$ cat config.mk
export PLATFORM = sky130hd
export DESIGN_NAME = psua_front
export DESIGN_NICKNAME = d
export VERILOG_FILES = /design/src/rtl/psua_pkg.sv /design/src/rtl/psua_front.sv
export SDC_FILE = /design/constraint.sdc
export NUM_CORES = 1
export LEC_CHECK = 0
export BUFFER_PORTS_ARGS = -buffer_cell sky130_fd_sc_hd__clkbuf_2
export CORE_UTILIZATION = 50
export CTS_CLUSTER_SIZE = 24
export DETAILED_ROUTE_END_ITERATION = 10
export PLACE_DENSITY = 0.75
export SLEW_MARGIN = 0
export SYNTH_ARGS = -nofsm -noshare
export SYNTH_HDL_FRONTEND = slang
export SYNTH_SLANG_ARGS = --single-unit
export TNS_END_PERCENT = 20
$ cat constraint.sdc
create_clock -name clk -period 6 [get_ports clk]
set_clock_uncertainty 0.05 [all_clocks]
set_input_delay 0.3 -clock clk [delete_from_list [all_inputs] [get_ports clk]]
set_output_delay 0.3 -clock clk [all_outputs]
set_load 0.02 [all_outputs]
$ cat src/rtl/psua_pkg.sv
// Shared types and constants for the per-shard usage accounting block.
// Used by every module under rtl except psua_ram; has no dependencies of its own.
`default_nettype none

package psua_pkg;

  localparam int CNT_W          = 48;
  localparam int ADD_W          = 32;
  localparam int SHARD_W        = 6;
  localparam int CMD_W          = 3;
  localparam int NUM_SHARDS_DEF = 64;
  localparam int QUEUE_DEPTH    = 2;
  localparam int CFG_IDX_W      = 1;

  localparam logic [CNT_W-1:0] CNT_MAX = {CNT_W{1'b1}};

  localparam logic [CFG_IDX_W-1:0] CFG_SHARD_CAP  = 1'b0;
  localparam logic [CFG_IDX_W-1:0] CFG_GLOBAL_CAP = 1'b1;

  typedef enum logic [CMD_W-1:0] {
    OP_ADD       = 3'd0,
    OP_QUERY     = 3'd1,
    OP_RESET     = 3'd2,
    OP_RESET_ALL = 3'd3,
    OP_LIST      = 3'd4
  } op_t;

  typedef enum logic [1:0] {
    ST_IDLE,
    ST_EXEC,
    ST_LIST,
    ST_LIST_END
  } state_t;

  typedef struct packed {
    op_t                op;
    logic [SHARD_W-1:0] shard;
    logic [ADD_W-1:0]   add_bytes;
    logic [ADD_W-1:0]   add_points;
  } q_entry_t;

  typedef struct packed {
    logic [SHARD_W-1:0] out_shard;
    logic [CNT_W-1:0]   shard_bytes;
    logic [CNT_W-1:0]   shard_points;
    logic               shard_over_cap;
    logic               global_over_cap;
    logic [CNT_W-1:0]   total_bytes;
    logic [CNT_W-1:0]   total_points;
    logic               found;
    logic               last;
  } res_t;

endpackage

`default_nettype wire

$ cat src/rtl/psua_front.sv
// Front end: accepts commands, drops unknown codes, queues the rest.
// Depends on psua_pkg.
`default_nettype none

module psua_front
  import psua_pkg::*;
(
  input  wire logic               clk,
  input  wire logic               rst,
  input  wire logic               cmd_valid,
  output logic                    cmd_stall,
  input  wire logic [CMD_W-1:0]   command,
  input  wire logic [SHARD_W-1:0] shard,
  input  wire logic [ADD_W-1:0]   add_bytes,
  input  wire logic [ADD_W-1:0]   add_points,
  output logic                    q_valid,
  output q_entry_t                q_entry,
  input  wire logic               q_pop
);

  localparam int QPTR_W = (QUEUE_DEPTH > 1) ? $clog2(QUEUE_DEPTH) : 1;
  localparam int QCNT_W = $clog2(QUEUE_DEPTH + 1);

  q_entry_t          q_mem [QUEUE_DEPTH];
  logic [QPTR_W-1:0] wr_ptr;
  logic [QPTR_W-1:0] rd_ptr;
  logic [QCNT_W-1:0] count;
  logic [QCNT_W-1:0] count_next;
  logic              known;
  logic              push;
  q_entry_t          entry_in;

  always_comb begin
    case (command) inside
      OP_ADD, OP_QUERY, OP_RESET, OP_RESET_ALL, OP_LIST: known = 1'b1;
      default: known = 1'b0;
    endcase
  end

  assign cmd_stall           = (count == QCNT_W'(QUEUE_DEPTH));
  assign push                = cmd_valid && !cmd_stall && known;
  assign entry_in.op         = op_t'(command);
  assign entry_in.shard      = shard;
  assign entry_in.add_bytes  = add_bytes;
  assign entry_in.add_points = add_points;

  assign q_valid = (count != '0);
  assign q_entry = q_mem[rd_ptr];

  always_comb begin
    count_next = count;
    if (push && !q_pop) begin
      count_next = count + QCNT_W'(1);
    end else if (!push && q_pop) begin
      count_next = count - QCNT_W'(1);
    end
  end

  always_ff @(posedge clk) begin
    if (rst) begin
      wr_ptr <= '0;
      rd_ptr <= '0;
      count  <= '0;
    end else begin
      count <= count_next;
      if (push) begin
        wr_ptr <= (wr_ptr == QPTR_W'(QUEUE_DEPTH - 1)) ? '0 : wr_ptr + QPTR_W'(1);
      end
      if (q_pop) begin
        rd_ptr <= (rd_ptr == QPTR_W'(QUEUE_DEPTH - 1)) ? '0 : rd_ptr + QPTR_W'(1);
      end
    end
  end

  always_ff @(posedge clk) begin
    if (push) begin
      q_mem[wr_ptr] <= entry_in;
    end
  end

endmodule

`default_nettype wire

==> results.txt, run 1 <==
Clock Path Buffers: 2
DP Worst Slack: 3.245 ns
Post-CTS Setup Inserts: 0
Number of buffers and inverters on the critical path: 3
Pin count of the biggest net entering global routing: 74
Fmax: 0.3581 GHz
Layout Cells excl Fill: 638
Number of enable flip-flop cells after synthesis: 146
Count leader, synth: edfxtp_1
Drc violations: 0
Worst R2R Start: count[0]
P_leak: 2.929 nW
Initial antenna violation count: 0
Total grt overflow: 0
Wire per inst: 15.87 um
Synth area leaders: edfxtp_1 80%, mux2_1 15%, dfxtp_1 1.8%
Synth Area in Compound Gates: 0.002729
CP arrival: 2.88 ns
Die W: 106.9 um
Simple-gate share of the synthesized area: 0.01183
Final Hold Vio Count: 0
Combinational family with the most area after synthesis: multiplexers
Vias per cell: 4.851
Met2 Track Usage GR: 0.3309
M3 GR Usage: 0.04681
Worst vdd ir: 188.4 uV
Crit. Startpoint: command[1]
RSZ-0062 raised after global routing: no
IO Port Bufs: 151
Gate Count Post-Synth: 252
Net Count, Synth: 330
Syn. warnings: 0
Ant. Diodes: 0
First-pass GRT wire length: 15,660 um
Path depth of the worst reg2reg path: 4
Gp weighted congestion: 0.6610
Pins Over Slew Limit: 0
Skew-Pair Late Insertion Delay: 0.51 ns
Worst Hold Class: in -> reg
Setup TNS: 0 ns
Maxcap violations: 0
Post-Synth Adder-Cell Area: 0.002274
Terminus of the critical flop-to-flop path: q_mem[0][60]
Starting Density: 0.5235
Routed WL: 10,130 um
Dpl cells: 532
Total CTS buffers: 17
Worst-path clk slew: 0.06 ns
CP required: 6.09 ns
Vias: 3,095
Register area share after synthesis: 0.8151
Post-synthesis xor/xnor area fraction: 0.004776
Setup Viol. Count Final: 0
Crit. End Element: flip-flop
Fill cells: 655
Final min period: 2.793 ns
CP Cell Sequence: dlygate4sd3_1, clkbuf_2, o21ai_0, and3b_2, nor2b_4, buf_4
Final net count: 567
CP max-delay cell: nor2b_4
CTS tree: done
Setup WS post-layout: 3.207 ns
Layout cells sized above 1: 0.3725
Register bit count reported by yosys: 151
DIE AREA: 11,430 um2
I/O pin count: 152
Async SR Flop Fraction: 0
Critical path endpoint: q_mem[0][60]
Fin crit share: 0.4655
WP depth: 6
GR Util met1: 0.2146
Worst-path maximum fanout: 38
Post-CTS Resized: 0
Gr usage total: 0.1876
Worst slew pin tran: 1.048 ns
Vias in the first global route: 3,233
CTS Sinks: 151
Post-CTS Hold Fix Bufs: 74
DRT iter0 DRCs: 120
PD cells: 329.9 nW/um2
Remaining antenna violation count after routing: 0
Synth top cells by count: 146 x edfxtp_1, 73 x mux2_1, 7 x buf_4
Rows: 37
R2r setup slk: 3.32 ns
Slew HR: 0.2999
Synth unique cells: 19
Clock root cell: clkbuf_8
Mean Syn Cell Area: 21.83 um2
Mux share of post-synthesis cell area: 0.1521
Status: complete, no violations
Yosys top cell by area: edfxtp_1
Layout area overhead: 39.23%
Delay-heaviest family, CP: buffers and inverters
Critical path class: in -> reg
Htree depth: 4
Worst setup SP type: input pin
Die extent in y: 106.9 um
Post-synth top area share: 0.7969
Synth Cell Area: 5502 um2
Hpwl dp: 5687 um
GRT Max-Usage Layer: met2
Drt pass-1 iters: 5
Main synth FF type: edfxtp_1
CP peak stage delay: 0.87 ns
Core Region: 10,510 um2
## per-stage QoR
| stage | utilization | power, W | hold WS, ns | cell area [um2] |
|---|---|---|---|---|
| after detailed placement | 0.6082 | 0.001585 | 0.4421 | 6391 |
| final | 0.7289 | 0.002527 | 0.02225 | 7660 |
| after global placement | 0.6082 | 0.001575 | 0.4220 | 6391 |
| after floorplan | - | 0.001474 | 0.3191 | 5502 |
| after global routing | 0.7289 | 0.002635 | 0.03839 | 7660 |
| after CTS | 0.7289 | 0.002552 | 0.002360 | 7660 |
## logic make-up after synthesis
family                     count (synthesis)
xor gates and xnor gates                   3
DFF                                      151
adders and majority gates                  1
buffers and inverters                      9
muxes                                     74
and+or+nand+nor                           11
AOI/OAI and AO/OA                          3
## layout make-up
type | count | area, um2 | share of cell area
inverter | 1 | 3.754 | 0.0004900
clock inverter | 15 | 113.9 | 0.01486
sequential | 151 | 4488 | 0.5859
clock buffer | 17 | 414.1 | 0.05407
timing repair buffer | 226 | 1504 | 0.1963
tap | 136 | 170.2 | 0.02221
multi-input combinational | 92 | 965.9 | 0.1261
## per-layer routing
| layer | share of wire | vias to the layer above |
|---|---|---|
| li1 | - | 1465 |
| met1 | 0.41 | 1509 |
| met2 | 0.53 | 111 |
| met3 | 0.055 | 10 |
| met4 | 0.013 | 0 |
| met5 | 0 | - |
## registers in the layout, indices dropped and copies added (netlist names), named ones only
name,count
wr_ptr,1
rd_ptr,1
q_mem,146
count,2
## cells in the final DEF, fill, tap and decap left out, types with 2 or more instances in the layout
| master | n |
|---|---|
| o21ai_0 | 2 |
| dlygate4sd3_1 | 74 |
| clkinvlp_4 | 7 |
| edfxtp_1 | 146 |
| nor2_1 | 4 |
| clkinv_1 | 3 |
| clkinv_2 | 4 |
| dfxtp_1 | 4 |
| clkbuf_16 | 16 |
| clkbuf_2 | 151 |
| mux2_1 | 73 |
| xor2_1 | 2 |
## report_power, final
group / internal [W] / switching (W)
Clock: 0.000540 / 0.000387
Sequential: 0.00124 / 0.0000358
Combinational: 0.000140 / 0.000186
## worst reg2reg max path: cells and delay by family (launching register included)
family / cells / cell delay [ns]
and+or+nand+nor: 3 / 1.22
buffers and inverters: 1 / 0.60
DFF: 1 / 0.42
## how the worst min path moves through the flow
stage | start | end | cells past startpoint
after floorplan | rst | count[1] | 1
after global placement | count[1] | count[1] | 2
after detailed placement | add_bytes[31] | q_mem[0][63] | 1
after CTS | q_pop | rd_ptr | 3
after global routing | q_pop | rd_ptr | 3
final | q_pop | rd_ptr | 3
Note: power is estimated with default switching activity, not from simulation.
==> inputs of run 2 (changes only) <==
--- a/config.mk
+++ b/config.mk
@@ -6,10 +6,10 @@
 export NUM_CORES = 1
 export LEC_CHECK = 0
 export BUFFER_PORTS_ARGS = -buffer_cell sky130_fd_sc_hd__clkbuf_2
-export CORE_UTILIZATION = 50
+export CORE_UTILIZATION = 47
 export CTS_CLUSTER_SIZE = 24
 export DETAILED_ROUTE_END_ITERATION = 10
-export PLACE_DENSITY = 0.75
+export PLACE_DENSITY = 0.74
 export SLEW_MARGIN = 0
 export SYNTH_ARGS = -nofsm -noshare
 export SYNTH_HDL_FRONTEND = slang
==> constraint.sdc (replaced) <==
create_clock -name clk -period 2.35 [get_ports clk]
set_clock_uncertainty 0.05 [all_clocks]
set_input_delay 0.1175 -clock clk [delete_from_list [all_inputs] [get_ports clk]]
set_output_delay 0.1175 -clock clk [all_outputs]
set_load 0.02 [all_outputs]
==> run 2 against run 1 <==
Compared with the run above: cell area increased by 2.7%; non-clock buffer count increased by 7; critical path depth decreased by 3; clock-buffer cell count up 3; largest cell class unchanged; routed wire length up 3.0%; critical endpoint is now q_entry[10]; largest power group unchanged; die area up 6.3%; combinational power rose to 2.8 times the previous value.
==> results.txt, run 2 (synthesis results as in run 1) <==
Status: complete, no violations
Slew HR: 0.6824
Gp weighted congestion: 0.6527
Remaining antenna violation count after routing: 0
Layout area overhead: 43.03%
Total grt overflow: 0
Maxcap violations: 0
CTS Sinks: 151
Fin crit share: 0.8683
Clock root cell: clkbuf_16
Max FFs per register: 146
Post-Layout Inst Area: 7869 um2
Gr usage total: 0.1793
Worst-path clk slew: 0.06 ns
Clock Path Buffers: 2
CP required: 2.18 ns
Vias in the first global route: 3,232
Die extent in y: 110.2 um
DIE AREA: 12,140 um2
Setup Viol. Count Final: 0
Ant. Diodes: 0
Commonest cells after routing, fill and taps aside: 151 x clkbuf_2, 146 x edfxtp_1, 76 x dlygate4sd3_1
P_leak: 3.026 nW
CP Cell Sequence: buf_4, mux2_1, clkbuf_2
Number of buffers and inverters on the critical path: 2
Wire per inst: 16.00 um
Starting Density: 0.4818
Pins Over Slew Limit: 0
Post-CTS Resized: 0
RSZ-0062 raised after global routing: no
Skew-Pair Late Insertion Delay: 0.41 ns
Layout cells sized above 1: 0.3792
Worst-path maximum fanout: 25
DRT iter0 DRCs: 154
Commonest non-fill, non-tap cell in the layout: clkbuf_2
Core Region: 11,420 um2
Post-CTS Setup Inserts: 0
First-pass GRT wire length: 15,570 um
Setup TNS: 0 ns
Worst slew pin tran: 0.4764 ns
Top reg by flops: q_mem
Critical path class: reg -> out
CP peak stage delay: 0.57 ns
R2r setup slk: 0.56 ns
Drt pass-1 iters: 4
Hpwl dp: 6175 um
Vias: 3,146
Routed WL: 10,430 um
IO Port Bufs: 151
Crit. End Element: primary output
Register area: 4489 um2
Drc violations: 0
Final hold slack: 0.1620 ns
Final Hold Vio Count: 0
Fmax: 0.4901 GHz
Vias per cell: 4.825
I/O pin count: 152
Htree depth: 4
Delay-heaviest family, CP: flip-flops
Fill cells: 785
Worst Hold Class: in -> reg
Rows: 39
Largest regs: q_mem (146), count (2)
Dpl cell area: 6494 um2
Initial antenna violation count: 0
CTS tree: done
Total CTS buffers: 17
Multi-input gate area: 970.9 um2
PD cells: 879.1 nW/um2
Die W: 110.2 um
CP arrival: 1.87 ns
Fin util: 0.6891
CP max-delay cell: dfxtp_4
Final net count: 574
Final min period: 2.041 ns
Pin count of the biggest net entering global routing: 39
Worst setup SP type: flip-flop
Worst vdd ir: 594.8 uV
==> run 2: cell count changes in the layout (fill, tap and decap cells not counted), sizes merged <==
| cell | change |
|---|---|
| dlygate4sd3 | +2 |
| buf | +5 |
| clkinv | -3 |
| clkbuf | +3 |
| bufinv | +3 |
| clkinvlp | -3 |
==> run 2: metal layers <==
metal | track usage | routed length (um)
met5 | 0 | 0
met4 | 0.07895 | 193
met3 | 0.06408 | 619
met2 | 0.3040 | 5324
met1 | 0.2049 | 4297
==> run 2: repair_timing <==
| action | 4_1_cts | 5_1_grt |
|---|---|---|
| setup endpoints to repair | 0 | 0 |
| hold endpoints to repair | 150 | 0 |
| hold buffers | 76 | 0 |
==> run 2: cell type report <==
cell class                 instances  share of cell area
inverter                           1           0.0004770
clock inverter                    12             0.02258
tap                              143             0.02274
timing repair buffer             233              0.2048
sequential                       151              0.5705
multi-input combinational         92              0.1234
clock buffer                      20             0.05549
==> run 2: worst paths after layout <==
| check | cells past startpoint | endpoint | start |
|---|---|---|---|
| hold reg to reg | 2 | rd_ptr | rd_ptr |
| setup reg to reg | 4 | q_mem[0][17] | count[1] |
| hold / removal | 3 | wr_ptr | cmd_valid |
| setup / recovery | 3 | q_entry[10] | flip-flop |
==> run 2: report_power, final <==
part           internal (W)  total [W]  switching [W]
logic              0.000386   0.000899       0.000513
registers           0.00316    0.00323      0.0000639
clock network       0.00177    0.00279        0.00102
==> run 2: tightest hold or removal path, cell delays in order <==
cell	delay [ns]
clkbuf_2	0.08
and3b_2	0.23
mux2_4	0.16
==> run 2: stage by stage <==
step | power (W) | cells | setup WS [ns]
after floorplan | 0.003758 | 252 | 0.02764
after global placement | 0.004055 | 544 | 0.6030
after detailed placement | 0.004082 | 544 | 0.5535
after CTS | 0.006980 | 652 | 0.2714
after global routing | 0.007175 | 652 | 0.1939
final | 0.006918 | 652 | 0.3094
==> inputs of run 3 (changes only) <==
--- a/config.mk
+++ b/config.mk
@@ -6,10 +6,11 @@
 export NUM_CORES = 1
 export LEC_CHECK = 0
 export BUFFER_PORTS_ARGS = -buffer_cell sky130_fd_sc_hd__clkbuf_2
-export CORE_UTILIZATION = 47
+export CORE_UTILIZATION = 49
+export CTS_BUF_LIST = sky130_fd_sc_hd__clkbuf_4
 export CTS_CLUSTER_SIZE = 24
 export DETAILED_ROUTE_END_ITERATION = 10
-export PLACE_DENSITY = 0.74
+export PLACE_DENSITY = 0.77
 export SLEW_MARGIN = 0
 export SYNTH_ARGS = -nofsm -noshare
 export SYNTH_HDL_FRONTEND = slang
==> run 3 against run 2 <==
Compared with the run above: worst hold slack better by 0.13 ns; sequential share of layout area is 2.4 points higher; sequential power hardly changed; cell area is 4.0% lower; clock power is 40% lower; register-to-register slack better by 0.02 ns; largest cell class unchanged.
==> results.txt, run 3 (synthesis results as in run 1) <==
Fmax: 0.4827 GHz
Gp weighted congestion: 0.6884
Worst-path clk slew: 0.11 ns
Die extent in y: 108.0 um
Gr usage total: 0.1793
P_leak: 2.903 nW
Worst slew pin tran: 0.4529 ns
Pin count of the biggest net entering global routing: 40
CTS Sinks: 151
Crit. End Element: primary output
Vias in the first global route: 3,237
Core Region: 10,890 um2
Skew-Pair Late Insertion Delay: 0.48 ns
Wire per inst: 15.28 um
Setup Viol. Count Final: 0
Largest regs: q_mem (146), count (2)
IO Port Bufs: 151
Fin crit share: 0.8816
CP arrival: 1.90 ns
Fin util: 0.6936
Post-CTS Setup Inserts: 0
Maxcap violations: 0
Total grt overflow: 0
Final Hold Vio Count: 0
Worst vdd ir: 466.4 uV
Worst Hold Class: in -> reg
Ant. Diodes: 0
Top reg by flops: q_mem
Max FFs per register: 146
DRT iter0 DRCs: 110
Commonest cells after routing, fill and taps aside: 151 x clkbuf_2, 146 x edfxtp_1, 76 x dlygate4sd3_1
Vias: 3,098
Vias per cell: 4.773
Pins Over Slew Limit: 0
Commonest non-fill, non-tap cell in the layout: clkbuf_2
Clock root cell: clkbuf_4
Final hold slack: 0.2925 ns
I/O pin count: 152
Drc violations: 0
Final min period: 2.072 ns
Routed WL: 9917 um
Fill cells: 748
Layout area overhead: 37.28%
CP required: 2.18 ns
DIE AREA: 11,660 um2
CTS tree: done
Htree depth: 4
Remaining antenna violation count after routing: 0
Setup TNS: 0 ns
Die W: 108.0 um
Total Power: 0.005774 W
Hpwl dp: 6065 um
Clock Path Buffers: 2
PD cells: 764.6 nW/um2
Starting Density: 0.5053
First-pass GRT wire length: 15,330 um
Rows: 38
Layout cells sized above 1: 0.3792
RSZ-0062 raised after global routing: no
Total CTS buffers: 17
Final net count: 575
Drt pass-1 iters: 6
Worst setup SP type: flip-flop
Worst-path maximum fanout: 37
Initial antenna violation count: 0
Slew HR: 0.6981
Critical path class: reg -> out
Status: complete, no violations
-- run 3: changes by cell type in the layout (fill, tap and decap cells not counted), sizes merged --
| cell | previous run | this run |
|---|---|---|
| buf | 6 | 7 |
| clkinv | 4 | 5 |
| clkinvlp | 4 | 2 |
-- run 3: worst paths after layout --
check | slack (ns) | start | cells after the start | end
hold reg to reg | 0.46 | count[1] | 2 | count[1]
setup reg to reg | 0.58 | count[1] | 4 | q_mem[1][2]
setup / recovery | 0.28 | flip-flop | 3 | q_entry[69]
hold / removal | 0.29 | add_bytes[11] | 2 | q_mem[0][43]
-- run 3: stage by stage --
step                instance area [um2]  setup slack [ns]  cells
global placement                   6485            0.6042    542
global route                       7552            0.1167    649
floorplan                          5517           0.02764    252
CTS                                7552            0.2085    649
detailed placement                 6485            0.5825    542
finish                             7552            0.2782    649
-- run 3: layout make-up --
cell class                      count  area [um2]  share of cell area
Tap cell                          140       175.2             0.02319
Multi-Input combinational cell     92       970.9              0.1286
Timing Repair Buffer              234        1607              0.2127
Clock buffer                       20       150.1             0.01988
Inverter                            1       3.754           0.0004970
Clock inverter                     11       156.4             0.02071
Sequential cell                   151        4489              0.5944
-- run 3: timing repair --
| action | CTS | global route |
|---|---|---|
| hold buffers | 76 | 0 |
| hold endpoints to repair | 151 | 0 |
| resized for setup | 0 | 0 |
-- run 3: critical path: stages, from the launching register on --
cell and delay, ns:
dfxtp_4 0.57, buf_12 0.27, mux2_1 0.37, clkbuf_2 0.16
-- run 3: power by group --
part           switching, W  internal, W  total, W
combinational      0.000509     0.000384  0.000894
sequential        0.0000592      0.00315   0.00321
clock              0.000805     0.000862   0.00167
-- run 3: metal layers --
metal,wire length (um),part of all wire,global-route usage,vias to the layer above
met3,587,0.059,0.06570,15
met1,4162,0.42,0.2076,1492
met2,5027,0.51,0.3048,106
met4,140,0.014,0.06654,0
li1,-,-,-,1485
met5,0,0,0,-
